<file path="src/rtl/l2vn_pkg.sv">
// package for the l2 vector normalizer: widths, payload structs, fsm codes
// used by l2vn_sqrt, l2vn_div and l2_vector_normalizer; no dependencies
`timescale 1ns / 1ps
`default_nettype none

package l2vn_pkg;

  localparam int MaxLen   = 32;
  localparam int IdxW     = $clog2(MaxLen);
  localparam int CntW     = $clog2(MaxLen + 1);
  localparam int ElemW    = 16;
  localparam int SqW      = 2 * ElemW - 1;
  localparam int SumW     = 36;
  localparam int FracExt  = 16;
  localparam int RadW     = SumW + FracExt;
  localparam int RootW    = RadW / 2;
  localparam int QuotW    = 16;
  // dividend is (mag << 23) + root, divisor is 2 * root
  localparam int NumShift = 23;
  localparam int DvdW     = ElemW + NumShift;
  localparam int DsrW     = RootW + 1;
  localparam int SqrtCntW = $clog2(RootW + 1);
  localparam int DivCntW  = $clog2(QuotW + 1);
  localparam logic [QuotW-1:0] UnitMax = QuotW'(16384);

  typedef struct packed {
    logic signed [ElemW-1:0] element;
    logic                    last_in;
  } in_req_t;

  typedef struct packed {
    logic signed [ElemW-1:0] unit_element;
    logic                    last_out;
    logic                    zero_norm;
  } out_req_t;

  typedef struct packed {
    logic busy;
    logic done;
  } iter_status_t;

  typedef enum logic [4:0] {
    S_COLLECT = 5'b00001,
    S_ROOT    = 5'b00010,
    S_READ    = 5'b00100,
    S_LOAD    = 5'b01000,
    S_DIV     = 5'b10000
  } state_e;

endpackage

`default_nettype wire

</file>
<file path="src/rtl/l2vn_sqrt.sv">
// iterative integer square root, two radicand bits per cycle
// depends on l2vn_pkg
`timescale 1ns / 1ps
`default_nettype none

module l2vn_sqrt (
  input  wire logic                         clk_i,
  input  wire logic                         rst_ni,
  input  wire logic                         start_i,
  input  wire logic [l2vn_pkg::RadW-1:0]    radicand_i,
  output logic      [l2vn_pkg::RootW-1:0]   root_o,
  output l2vn_pkg::iter_status_t            status_o
);

  logic [l2vn_pkg::RadW-1:0]     rad_q, rad_d;
  logic [l2vn_pkg::RootW:0]      rem_q, rem_d;
  logic [l2vn_pkg::RootW-1:0]    root_q, root_d;
  logic [l2vn_pkg::SqrtCntW-1:0] cnt_q, cnt_d;
  l2vn_pkg::iter_status_t        st_q, st_d;

  logic [l2vn_pkg::RootW+2:0] rem_sh;
  logic [l2vn_pkg::RootW+2:0] trial;
  logic [l2vn_pkg::RootW+2:0] diff;

  always_comb begin
    rem_sh = {rem_q, rad_q[l2vn_pkg::RadW-1 -: 2]};
    trial  = {1'b0, root_q, 2'b01};
    diff   = rem_sh - trial;
    rad_d  = rad_q;
    rem_d  = rem_q;
    root_d = root_q;
    cnt_d  = cnt_q;
    st_d   = st_q;
    if (start_i) begin
      rad_d     = radicand_i;
      rem_d     = '0;
      root_d    = '0;
      cnt_d     = l2vn_pkg::SqrtCntW'(l2vn_pkg::RootW);
      st_d.busy = 1'b1;
      st_d.done = 1'b0;
    end else if (st_q.busy) begin
      rad_d = {rad_q[l2vn_pkg::RadW-3:0], 2'b00};
      if (rem_sh >= trial) begin
        rem_d  = diff[l2vn_pkg::RootW:0];
        root_d = {root_q[l2vn_pkg::RootW-2:0], 1'b1};
      end else begin
        rem_d  = rem_sh[l2vn_pkg::RootW:0];
        root_d = {root_q[l2vn_pkg::RootW-2:0], 1'b0};
      end
      cnt_d = cnt_q - 1'b1;
      if (cnt_q == l2vn_pkg::SqrtCntW'(1)) begin
        st_d.busy = 1'b0;
        st_d.done = 1'b1;
      end
    end
  end

  always_ff @(posedge clk_i or negedge rst_ni) begin
    if (!rst_ni) begin
      cnt_q <= '0;
      st_q  <= '0;
    end else begin
      cnt_q <= cnt_d;
      st_q  <= st_d;
    end
  end

  always_ff @(posedge clk_i) begin
    rad_q  <= rad_d;
    rem_q  <= rem_d;
    root_q <= root_d;
  end

  assign root_o   = root_q;
  assign status_o = st_q;

endmodule

`default_nettype wire

</file>
<file path="src/rtl/l2vn_div.sv">
// restoring divider, one quotient bit per cycle, saturates on overflow
// depends on l2vn_pkg
`timescale 1ns / 1ps
`default_nettype none

module l2vn_div (
  input  wire logic                        clk_i,
  input  wire logic                        rst_ni,
  input  wire logic                        start_i,
  input  wire logic [l2vn_pkg::DvdW-1:0]   dividend_i,
  input  wire logic [l2vn_pkg::DsrW-1:0]   divisor_i,
  output logic      [l2vn_pkg::QuotW-1:0]  quotient_o,
  output l2vn_pkg::iter_status_t           status_o
);

  localparam int HiW = l2vn_pkg::DvdW - l2vn_pkg::QuotW;

  logic [l2vn_pkg::DsrW-1:0]    rem_q, rem_d;
  logic [l2vn_pkg::DsrW-1:0]    dsr_q, dsr_d;
  logic [l2vn_pkg::QuotW-1:0]   low_q, low_d;
  logic [l2vn_pkg::QuotW-1:0]   quo_q, quo_d;
  logic                         ovf_q, ovf_d;
  logic [l2vn_pkg::DivCntW-1:0] cnt_q, cnt_d;
  l2vn_pkg::iter_status_t       st_q, st_d;

  logic [l2vn_pkg::DsrW:0] trial;
  logic [l2vn_pkg::DsrW:0] diff;
  logic [l2vn_pkg::DsrW:0] hi_ext;

  always_comb begin
    trial  = {rem_q, low_q[l2vn_pkg::QuotW-1]};
    diff   = trial - {1'b0, dsr_q};
    hi_ext = (l2vn_pkg::DsrW + 1)'(dividend_i[l2vn_pkg::DvdW-1 -: HiW]);
    rem_d  = rem_q;
    dsr_d  = dsr_q;
    low_d  = low_q;
    quo_d  = quo_q;
    ovf_d  = ovf_q;
    cnt_d  = cnt_q;
    st_d   = st_q;
    if (start_i) begin
      rem_d     = hi_ext[l2vn_pkg::DsrW-1:0];
      dsr_d     = divisor_i;
      low_d     = dividend_i[l2vn_pkg::QuotW-1:0];
      quo_d     = '0;
      // quotient would not fit in QuotW bits
      ovf_d     = hi_ext >= {1'b0, divisor_i};
      cnt_d     = l2vn_pkg::DivCntW'(l2vn_pkg::QuotW);
      st_d.busy = 1'b1;
      st_d.done = 1'b0;
    end else if (st_q.busy) begin
      low_d = {low_q[l2vn_pkg::QuotW-2:0], 1'b0};
      if (trial >= {1'b0, dsr_q}) begin
        rem_d = diff[l2vn_pkg::DsrW-1:0];
        quo_d = {quo_q[l2vn_pkg::QuotW-2:0], 1'b1};
      end else begin
        rem_d = trial[l2vn_pkg::DsrW-1:0];
        quo_d = {quo_q[l2vn_pkg::QuotW-2:0], 1'b0};
      end
      cnt_d = cnt_q - 1'b1;
      if (cnt_q == l2vn_pkg::DivCntW'(1)) begin
        st_d.busy = 1'b0;
        st_d.done = 1'b1;
      end
    end
  end

  always_ff @(posedge clk_i or negedge rst_ni) begin
    if (!rst_ni) begin
      cnt_q <= '0;
      st_q  <= '0;
    end else begin
      cnt_q <= cnt_d;
      st_q  <= st_d;
    end
  end

  always_ff @(posedge clk_i) begin
    rem_q <= rem_d;
    dsr_q <= dsr_d;
    low_q <= low_d;
    quo_q <= quo_d;
    ovf_q <= ovf_d;
  end

  assign quotient_o = ovf_q ? '1 : quo_q;
  assign status_o   = st_q;

endmodule

`default_nettype wire

</file>
<file path="src/rtl/l2_vector_normalizer.sv">
// l2 vector normalizer top level: element memory, running square sum, control
// depends on l2vn_pkg, l2vn_sqrt, l2vn_div
//
// usage:
//   input channel (in_valid_i/in_ready_o/in_req_i) takes one signed q3.12
//   element per request; last_in closes the vector. up to 32 elements are
//   kept in an on-chip memory, later ones are dropped but last_in still ends
//   the vector. while collecting, a request is taken every cycle.
//   after the last request the square root unit finds the norm (one root bit
//   per cycle) and the sequencer takes the root; then each stored element
//   takes a memory read, a divider load, the divider run and the fill of the
//   output register, and the next element starts only after that fill.
//   output channel (out_valid_o/out_ready_i/out_req_o) gives q1.14 results
//   in arrival order, last_out on the final one, zero_norm on all of them
//   when the sum of squares was zero (results are then zero).
//   the input is closed from the last request until the final result is in
//   the output register; a stalled receiver holds the sequencer at the
//   finished divider. reset empties the vector and the output register,
//   no clearing pass is needed.
`timescale 1ns / 1ps
`default_nettype none

module l2_vector_normalizer (
  input  wire logic              clk_i,
  input  wire logic              rst_ni,
  input  wire logic              in_valid_i,
  output logic                   in_ready_o,
  input  wire l2vn_pkg::in_req_t in_req_i,
  output logic                   out_valid_o,
  input  wire logic              out_ready_i,
  output l2vn_pkg::out_req_t     out_req_o
);

  l2vn_pkg::state_e state_q, state_d;

  logic [l2vn_pkg::CntW-1:0]    count_q, count_d;
  logic [l2vn_pkg::SumW-1:0]    sum_q, sum_d;
  logic                         zero_q, zero_d;
  logic [l2vn_pkg::RootW-1:0]   root_q, root_d;
  logic [l2vn_pkg::IdxW-1:0]    idx_q, idx_d;
  logic                         neg_q, neg_d;
  logic                         out_valid_q, out_valid_d;
  l2vn_pkg::out_req_t           out_q, out_d;

  logic [l2vn_pkg::ElemW-1:0]   mem_q [l2vn_pkg::MaxLen];
  logic [l2vn_pkg::ElemW-1:0]   rd_data_q;
  logic                         mem_we;

  logic                         in_fire;
  logic                         has_room;
  logic signed [2*l2vn_pkg::ElemW-1:0] prod;
  logic [l2vn_pkg::SqW-1:0]     sq;
  logic [l2vn_pkg::SumW:0]      sum_add;
  logic [l2vn_pkg::SumW-1:0]    sum_next;

  logic                         sqrt_start;
  logic [l2vn_pkg::RootW-1:0]   sqrt_root;
  l2vn_pkg::iter_status_t       sqrt_st;

  logic                         div_start;
  logic [l2vn_pkg::ElemW-1:0]   mag;
  logic [l2vn_pkg::DvdW-1:0]    dividend;
  logic [l2vn_pkg::DsrW-1:0]    divisor;
  logic [l2vn_pkg::QuotW-1:0]   quot;
  logic [l2vn_pkg::QuotW-1:0]   quot_clamped;
  l2vn_pkg::iter_status_t       div_st;
  logic                         out_free;
  logic                         is_final;

  assign in_ready_o = (state_q == l2vn_pkg::S_COLLECT);
  assign in_fire    = in_valid_i & in_ready_o;
  assign has_room   = count_q < l2vn_pkg::CntW'(l2vn_pkg::MaxLen);

  // square of the element, saturating accumulate
  assign prod     = in_req_i.element * in_req_i.element;
  assign sq       = prod[l2vn_pkg::SqW-1:0];
  assign sum_add  = {1'b0, sum_q} + (l2vn_pkg::SumW + 1)'(sq);
  assign sum_next = !has_room ? sum_q :
                    (sum_add[l2vn_pkg::SumW] ? '1 : sum_add[l2vn_pkg::SumW-1:0]);

  assign mem_we     = in_fire & has_room;
  assign sqrt_start = in_fire & in_req_i.last_in;

  // divider operands from the element just read
  assign mag      = rd_data_q[l2vn_pkg::ElemW-1] ? (-rd_data_q) : rd_data_q;
  assign dividend = {mag, {l2vn_pkg::NumShift{1'b0}}} + l2vn_pkg::DvdW'(root_q);
  assign divisor  = {root_q, 1'b0};
  assign div_start = (state_q == l2vn_pkg::S_LOAD);

  assign quot_clamped = (quot > l2vn_pkg::UnitMax) ? l2vn_pkg::UnitMax : quot;
  assign out_free     = !out_valid_q || out_ready_i;
  assign is_final     = (({1'b0, idx_q} + 1'b1) == count_q);

  l2vn_sqrt u_sqrt (
    .clk_i      (clk_i),
    .rst_ni     (rst_ni),
    .start_i    (sqrt_start),
    .radicand_i ({sum_next, {l2vn_pkg::FracExt{1'b0}}}),
    .root_o     (sqrt_root),
    .status_o   (sqrt_st)
  );

  l2vn_div u_div (
    .clk_i      (clk_i),
    .rst_ni     (rst_ni),
    .start_i    (div_start),
    .dividend_i (dividend),
    .divisor_i  (divisor),
    .quotient_o (quot),
    .status_o   (div_st)
  );

  always_comb begin
    state_d     = state_q;
    count_d     = count_q;
    sum_d       = sum_q;
    zero_d      = zero_q;
    root_d      = root_q;
    idx_d       = idx_q;
    neg_d       = neg_q;
    out_d       = out_q;
    out_valid_d = out_valid_q & ~out_ready_i;
    case (state_q)
      l2vn_pkg::S_COLLECT: begin
        if (in_fire) begin
          sum_d = sum_next;
          if (has_room) begin
            count_d = count_q + 1'b1;
          end
          if (in_req_i.last_in) begin
            zero_d  = (sum_next == '0);
            state_d = l2vn_pkg::S_ROOT;
          end
        end
      end
      l2vn_pkg::S_ROOT: begin
        if (sqrt_st.done) begin
          root_d  = sqrt_root;
          idx_d   = '0;
          state_d = l2vn_pkg::S_READ;
        end
      end
      l2vn_pkg::S_READ: begin
        state_d = l2vn_pkg::S_LOAD;
      end
      l2vn_pkg::S_LOAD: begin
        neg_d   = rd_data_q[l2vn_pkg::ElemW-1];
        state_d = l2vn_pkg::S_DIV;
      end
      l2vn_pkg::S_DIV: begin
        if (div_st.done && out_free) begin
          out_valid_d        = 1'b1;
          out_d.last_out     = is_final;
          out_d.zero_norm    = zero_q;
          if (zero_q) begin
            out_d.unit_element = '0;
          end else if (neg_q) begin
            out_d.unit_element = -quot_clamped;
          end else begin
            out_d.unit_element = quot_clamped;
          end
          if (is_final) begin
            count_d = '0;
            sum_d   = '0;
            state_d = l2vn_pkg::S_COLLECT;
          end else begin
            idx_d   = idx_q + 1'b1;
            state_d = l2vn_pkg::S_READ;
          end
        end
      end
      default: begin
        state_d = l2vn_pkg::S_COLLECT;
      end
    endcase
  end

  always_ff @(posedge clk_i or negedge rst_ni) begin
    if (!rst_ni) begin
      state_q     <= l2vn_pkg::S_COLLECT;
      count_q     <= '0;
      sum_q       <= '0;
      zero_q      <= 1'b0;
      idx_q       <= '0;
      out_valid_q <= 1'b0;
    end else begin
      state_q     <= state_d;
      count_q     <= count_d;
      sum_q       <= sum_d;
      zero_q      <= zero_d;
      idx_q       <= idx_d;
      out_valid_q <= out_valid_d;
    end
  end

  always_ff @(posedge clk_i) begin
    root_q <= root_d;
    neg_q  <= neg_d;
    out_q  <= out_d;
  end

  // element memory, one write port, one registered read port
  always_ff @(posedge clk_i) begin
    if (mem_we) begin
      mem_q[count_q[l2vn_pkg::IdxW-1:0]] <= in_req_i.element;
    end
    rd_data_q <= mem_q[idx_q];
  end

  assign out_valid_o = out_valid_q;
  assign out_req_o   = out_q;

endmodule

`default_nettype wire

</file>
<file path="config.mk">
export PLATFORM = sky130hd
export DESIGN_NAME = l2_vector_normalizer
export DESIGN_NICKNAME = d
export VERILOG_FILES = /design/src/rtl/l2vn_pkg.sv /design/src/rtl/l2vn_sqrt.sv /design/src/rtl/l2vn_div.sv /design/src/rtl/l2_vector_normalizer.sv
export SDC_FILE = /design/constraint.sdc
export NUM_CORES = 2
export LEC_CHECK = 0
export BUFFER_PORTS_ARGS = -buffer_cell sky130_fd_sc_hd__buf_4
export CAP_MARGIN = 25
export CORE_MARGIN = 10
export CORE_UTILIZATION = 50
export DETAILED_ROUTE_END_ITERATION = 8
export HOLD_SLACK_MARGIN = 0.15
export PLACE_DENSITY_LB_ADDON = 0.1
export SETUP_SLACK_MARGIN = 0.15
export SYNTH_ARGS = -nofsm -noshare
export SYNTH_HDL_FRONTEND = slang
export SYNTH_SLANG_ARGS = --single-unit
</file>
<file path="constraint.sdc">
create_clock -name clk_i -period 3.77 [get_ports clk_i]
set_clock_uncertainty 0.1 [all_clocks]
set_input_delay 0.5655 -clock clk_i [delete_from_list [all_inputs] [get_ports clk_i]]
set_output_delay 0.5655 -clock clk_i [all_outputs]
set_load 0.02 [all_outputs]
</file>
==> run_results.csv <==
group,metric,value,unit
placed_design,place_congestion,0.875,
grt,first_global_vias,32735,
placed_design,place_ws,-5.40,ns
route,num_vias,32353,
timing,layout_min_cycle_time,8.50,ns
critical_path,r2r-end,"u_div.ovf_q$_DFFE_PP_",
critical_path,critical_path_endpoint_category,"flop",
cells_and_area,multi_input_comb_area,0.0227,mm^2
yosys,top_ff_cell_synth,"sky130_fd_sc_hd__edfxtp_1",
cells_and_area,finish.net_count,4988,
yosys,post_synth_instance_area,0.0470,mm^2
cells_and_area,area_growth_syn_to_layout,22.1,%
route,detail_route.wirelength,117000,um
yosys,dominant_combinational_cell_family_by_area_after_synthesis,"adder cells",
clocking,htreeDepth,3,
grt,global_route.overflow_total,0,
cells_and_area,postLayoutCoreUtil,0.615,
route,detail_route.vias_per_cell,5.53,
clocking,clock-sinks,816,
timing,whs,0.217,ns
timing,setup_slack,-4.73,ns
yosys,post-synth-top-area-fraction,0.421,
yosys,synth-adder-area-share,0.154,
critical_path,worst_r2r_start,"rd_data_q[1]$_DFF_P_",
route,drc_marker_count_from_the_first_detailed_route_iteration,2496,
floorplan,core.rowCount,112,
yosys,synth-xor-area-share,0.0295,
timing,tns,-316.77,ns
critical_path,critPathSlowestCell,"sky130_fd_sc_hd__fa_1",
min_path,holdPathStages,4,
clocking,clock-root-buffer,"sky130_fd_sc_hd__clkbuf_16",
yosys,synth_mux_area_frac,0.0748,
cells_and_area,ff_latch_area,0.0233,mm^2
yosys,synth_sequential_area_ratio,0.496,
yosys,number_of_enable_flip_flop_cells_after_synthesis,659,
floorplan,die_height,326,um
timing,worst_slew_pin_slew,0.930,ns
route,detail_route.drc_violations,0,
clocking,worst_setup_hold_path_clk_slew,0.06,ns
yosys,synth.yosys.warnings,0,
timing,setup_viol_count_final,74,
critical_path,worst_r2r_path_depth,21,
placed_design,hpwl,81700,um
grt,antenna_violations_before_repair,2,
floorplan,die_w,326,um
yosys,yosysUniqueCellTypes,111,
yosys,ys_async_sr_fraction,0.0833,
status,status,"finished with violations",
floorplan,i_o_pins,41,
grt,grtUsageTotal,0.216,
floorplan,placeableCoreArea,0.0932,mm^2
timing,final_min_period_over_clock_period,2.25,
job,cap_violations,0,
min_path,min-delay-path-class,"in -> reg",
critical_path,worst_path_largest_cell_delay,0.57,ns
route,drt_pre_antenna_iters,6,
yosys,synth_area_leaders,"sky130_fd_sc_hd__edfxtp_1, sky130_fd_sc_hd__fa_1, sky130_fd_sc_hd__ha_1",
yosys,avgSynthCellArea,11.8,um^2
cells_and_area,n_fill_cell,7352,
timing,worst_slew_margin_rel,0.380,
critical_path,path_class,"in -> reg",
route,avgRoutedWirePerCell,19.9,um
yosys,synth_common_cells,"sky130_fd_sc_hd__edfxtp_1, sky130_fd_sc_hd__inv_1, sky130_fd_sc_hd__nand2_1, sky130_fd_sc_hd__nor2_1, sky130_fd_sc_hd__fa_1",
timing,max_clock_freq,118,MHz
critical_path,worst_ep_arrival_time,8.93,ns
min_path,whs_endpoint,"state_q[0]$_DFFE_PN1P_",
grt,grt_first_pass_wirelength,184000,um
clocking,clk_latency,0.66,ns
critical_path,critPathMaxFanout,5,
route,postRouteAntennaNets,0,
critical_path,critical_path_required,4.20,ns
min_path,hp-start,"in_req_i[0]",
yosys,synth-seq-cells,816,
yosys,syn_inst,3984,
yosys,synth.most_common_cell,"sky130_fd_sc_hd__edfxtp_1",
clocking,cts_inserted_buffers,88,
floorplan,die-area,0.107,mm^2
clocking,tritoncts,"built",
placed_design,port_buffers,40,
critical_path,setup.reg_to_reg.worst_slack,-0.27,ns
timing,rsz_0062_raised_after_global_routing,"true",
status,violations,"setup timing",
critical_path,startpoint_type,"input pin",
yosys,synthesis.nets,4442,
floorplan,start_util,0.504,
yosys,synth-compound-area-share,0.103,
timing,finalHoldViolCount,0,
clocking,deepest_clock_path_buffer_count,3,
yosys,simple_gate_share_of_the_synthesized_area,0.0929,
cells_and_area,antenna_cells,0,
timing,finalMaxSlewViolations,0,
yosys,synth.largest_area_cell,"sky130_fd_sc_hd__edfxtp_1",
cells_and_area,final_layout_size_suffix_gt1_frac,0.243,
critical_path,cp_dominant_cell_by_count,"sky130_fd_sc_hd__fa_1",
grt,grt_max_degree,82,
==> cell families after synthesis <==
| logic type | after synthesis |
|---|---|
| and+or+nand+nor | 940 |
| DFF | 816 |
| AOI/OAI and AO/OA | 745 |
| buffers and inverters | 622 |
| adders and majority gates | 437 |
| muxes | 266 |
| xor gates and xnor gates | 158 |
==> state kept, by name, summed over array words and instances, names as in the netlist, 5 cells and up <==
signal and cells:
mem_q 512, sum_q 36, u_sqrt.rad_q 36, u_div.rem_q 27, u_sqrt.rem_q 27, root_q 26
u_div.dsr_q 26, u_sqrt.root_o 26, out_req_o 18, rd_data_q 16, u_div.low_q 16, u_div.quo_q 16
count_q 6, idx_q 5, state_q 5, u_div.cnt_q 5, u_sqrt.cnt_q 5
==> cell usage in the layout, fill, tap and decap left out, types with 30 or more instances in the layout <==
master,n
sky130_fd_sc_hd__o21ai_0,159
sky130_fd_sc_hd__xor2_1,59
sky130_fd_sc_hd__buf_4,548
sky130_fd_sc_hd__nor2_1,253
sky130_fd_sc_hd__and2_1,46
sky130_fd_sc_hd__clkbuf_16,90
sky130_fd_sc_hd__ha_1,186
sky130_fd_sc_hd__a21oi_1,162
sky130_fd_sc_hd__a31oi_1,31
sky130_fd_sc_hd__mux4_2,64
sky130_fd_sc_hd__edfxtp_1,659
sky130_fd_sc_hd__inv_1,435
sky130_fd_sc_hd__nand2_1,327
sky130_fd_sc_hd__buf_6,46
sky130_fd_sc_hd__dfxtp_1,86
sky130_fd_sc_hd__mux2_2,36
sky130_fd_sc_hd__a21o_1,54
sky130_fd_sc_hd__mux2i_1,163
sky130_fd_sc_hd__nand4_1,30
sky130_fd_sc_hd__fa_1,228
sky130_fd_sc_hd__nor3_1,38
sky130_fd_sc_hd__xnor2_1,93
sky130_fd_sc_hd__o221ai_1,49
sky130_fd_sc_hd__dfrtp_1,63
==> per-stage QoR <==
stage	instance area [um^2]	instances
after global routing	57300	5855
after detailed placement	52600	5628
after floorplan	47400	3984
final	57300	5855
after CTS	56100	5811
after global placement	52600	5628
==> layout make-up <==
| type | instances | share of cell area |
|---|---|---|
| repair buffers | 622 | 0.0894 |
| well taps | 1254 | 0.0274 |
| flip-flops and latches | 816 | 0.406 |
| inverters | 455 | 0.0299 |
| clock inverters | 55 | 0.0100 |
| multi-input cells | 2547 | 0.396 |
| clock buffers | 106 | 0.0408 |
==> critical path, delay by kind of cell <==
kind | cells | cell delay [ns]
simple gates | 10 | 1.54
xor+xnor | 1 | 0.14
fa+ha+maj | 8 | 3.61
buf+inv | 12 | 1.16
compound gates | 9 | 1.91
==> per-layer routing <==
| layer | up-vias | global-route usage | routed length, um | share of wire |
|---|---|---|---|---|
| li1 | 15272 | - | - | - |
| met1 | 16113 | 0.296 | 51300 | 0.44 |
| met2 | 795 | 0.358 | 56300 | 0.48 |
| met3 | 173 | 0.0285 | 5640 | 0.048 |
| met4 | 0 | 0.0635 | 3260 | 0.028 |
| met5 | - | 0 | 0 | 0 |
==> worst max-delay path by stage <==
stage / depth (start not counted) / start / slack [ns] / end
2_1_floorplan: 38 / in_req_i[2] / -4.82 / zero_q$_DFFE_PN0P_
3_3_place_gp: 38 / in_req_i[10] / -5.34 / zero_q$_DFFE_PN0P_
3_5_place_dp: 39 / in_req_i[10] / -5.40 / zero_q$_DFFE_PN0P_
4_1_cts: 38 / in_req_i[6] / -4.56 / zero_q$_DFFE_PN0P_
5_1_grt: 42 / in_req_i[6] / -5.09 / zero_q$_DFFE_PN0P_
6_report: 40 / in_req_i[6] / -4.73 / sum_q[33]$_DFFE_PN0P_
==> what timing repair did <==
item                       4_1_cts  5_1_grt
setup endpoints to repair       91      115
gates resized for setup        105      184
pin swaps                       74       86
hold buffers                     3        0
buffers inserted                18       42
gates cloned                     1        2
hold endpoints to repair        54        0
Power is not shown: default switching activity piles up to over one toggle a cycle in this logic, so the estimate is an artifact.
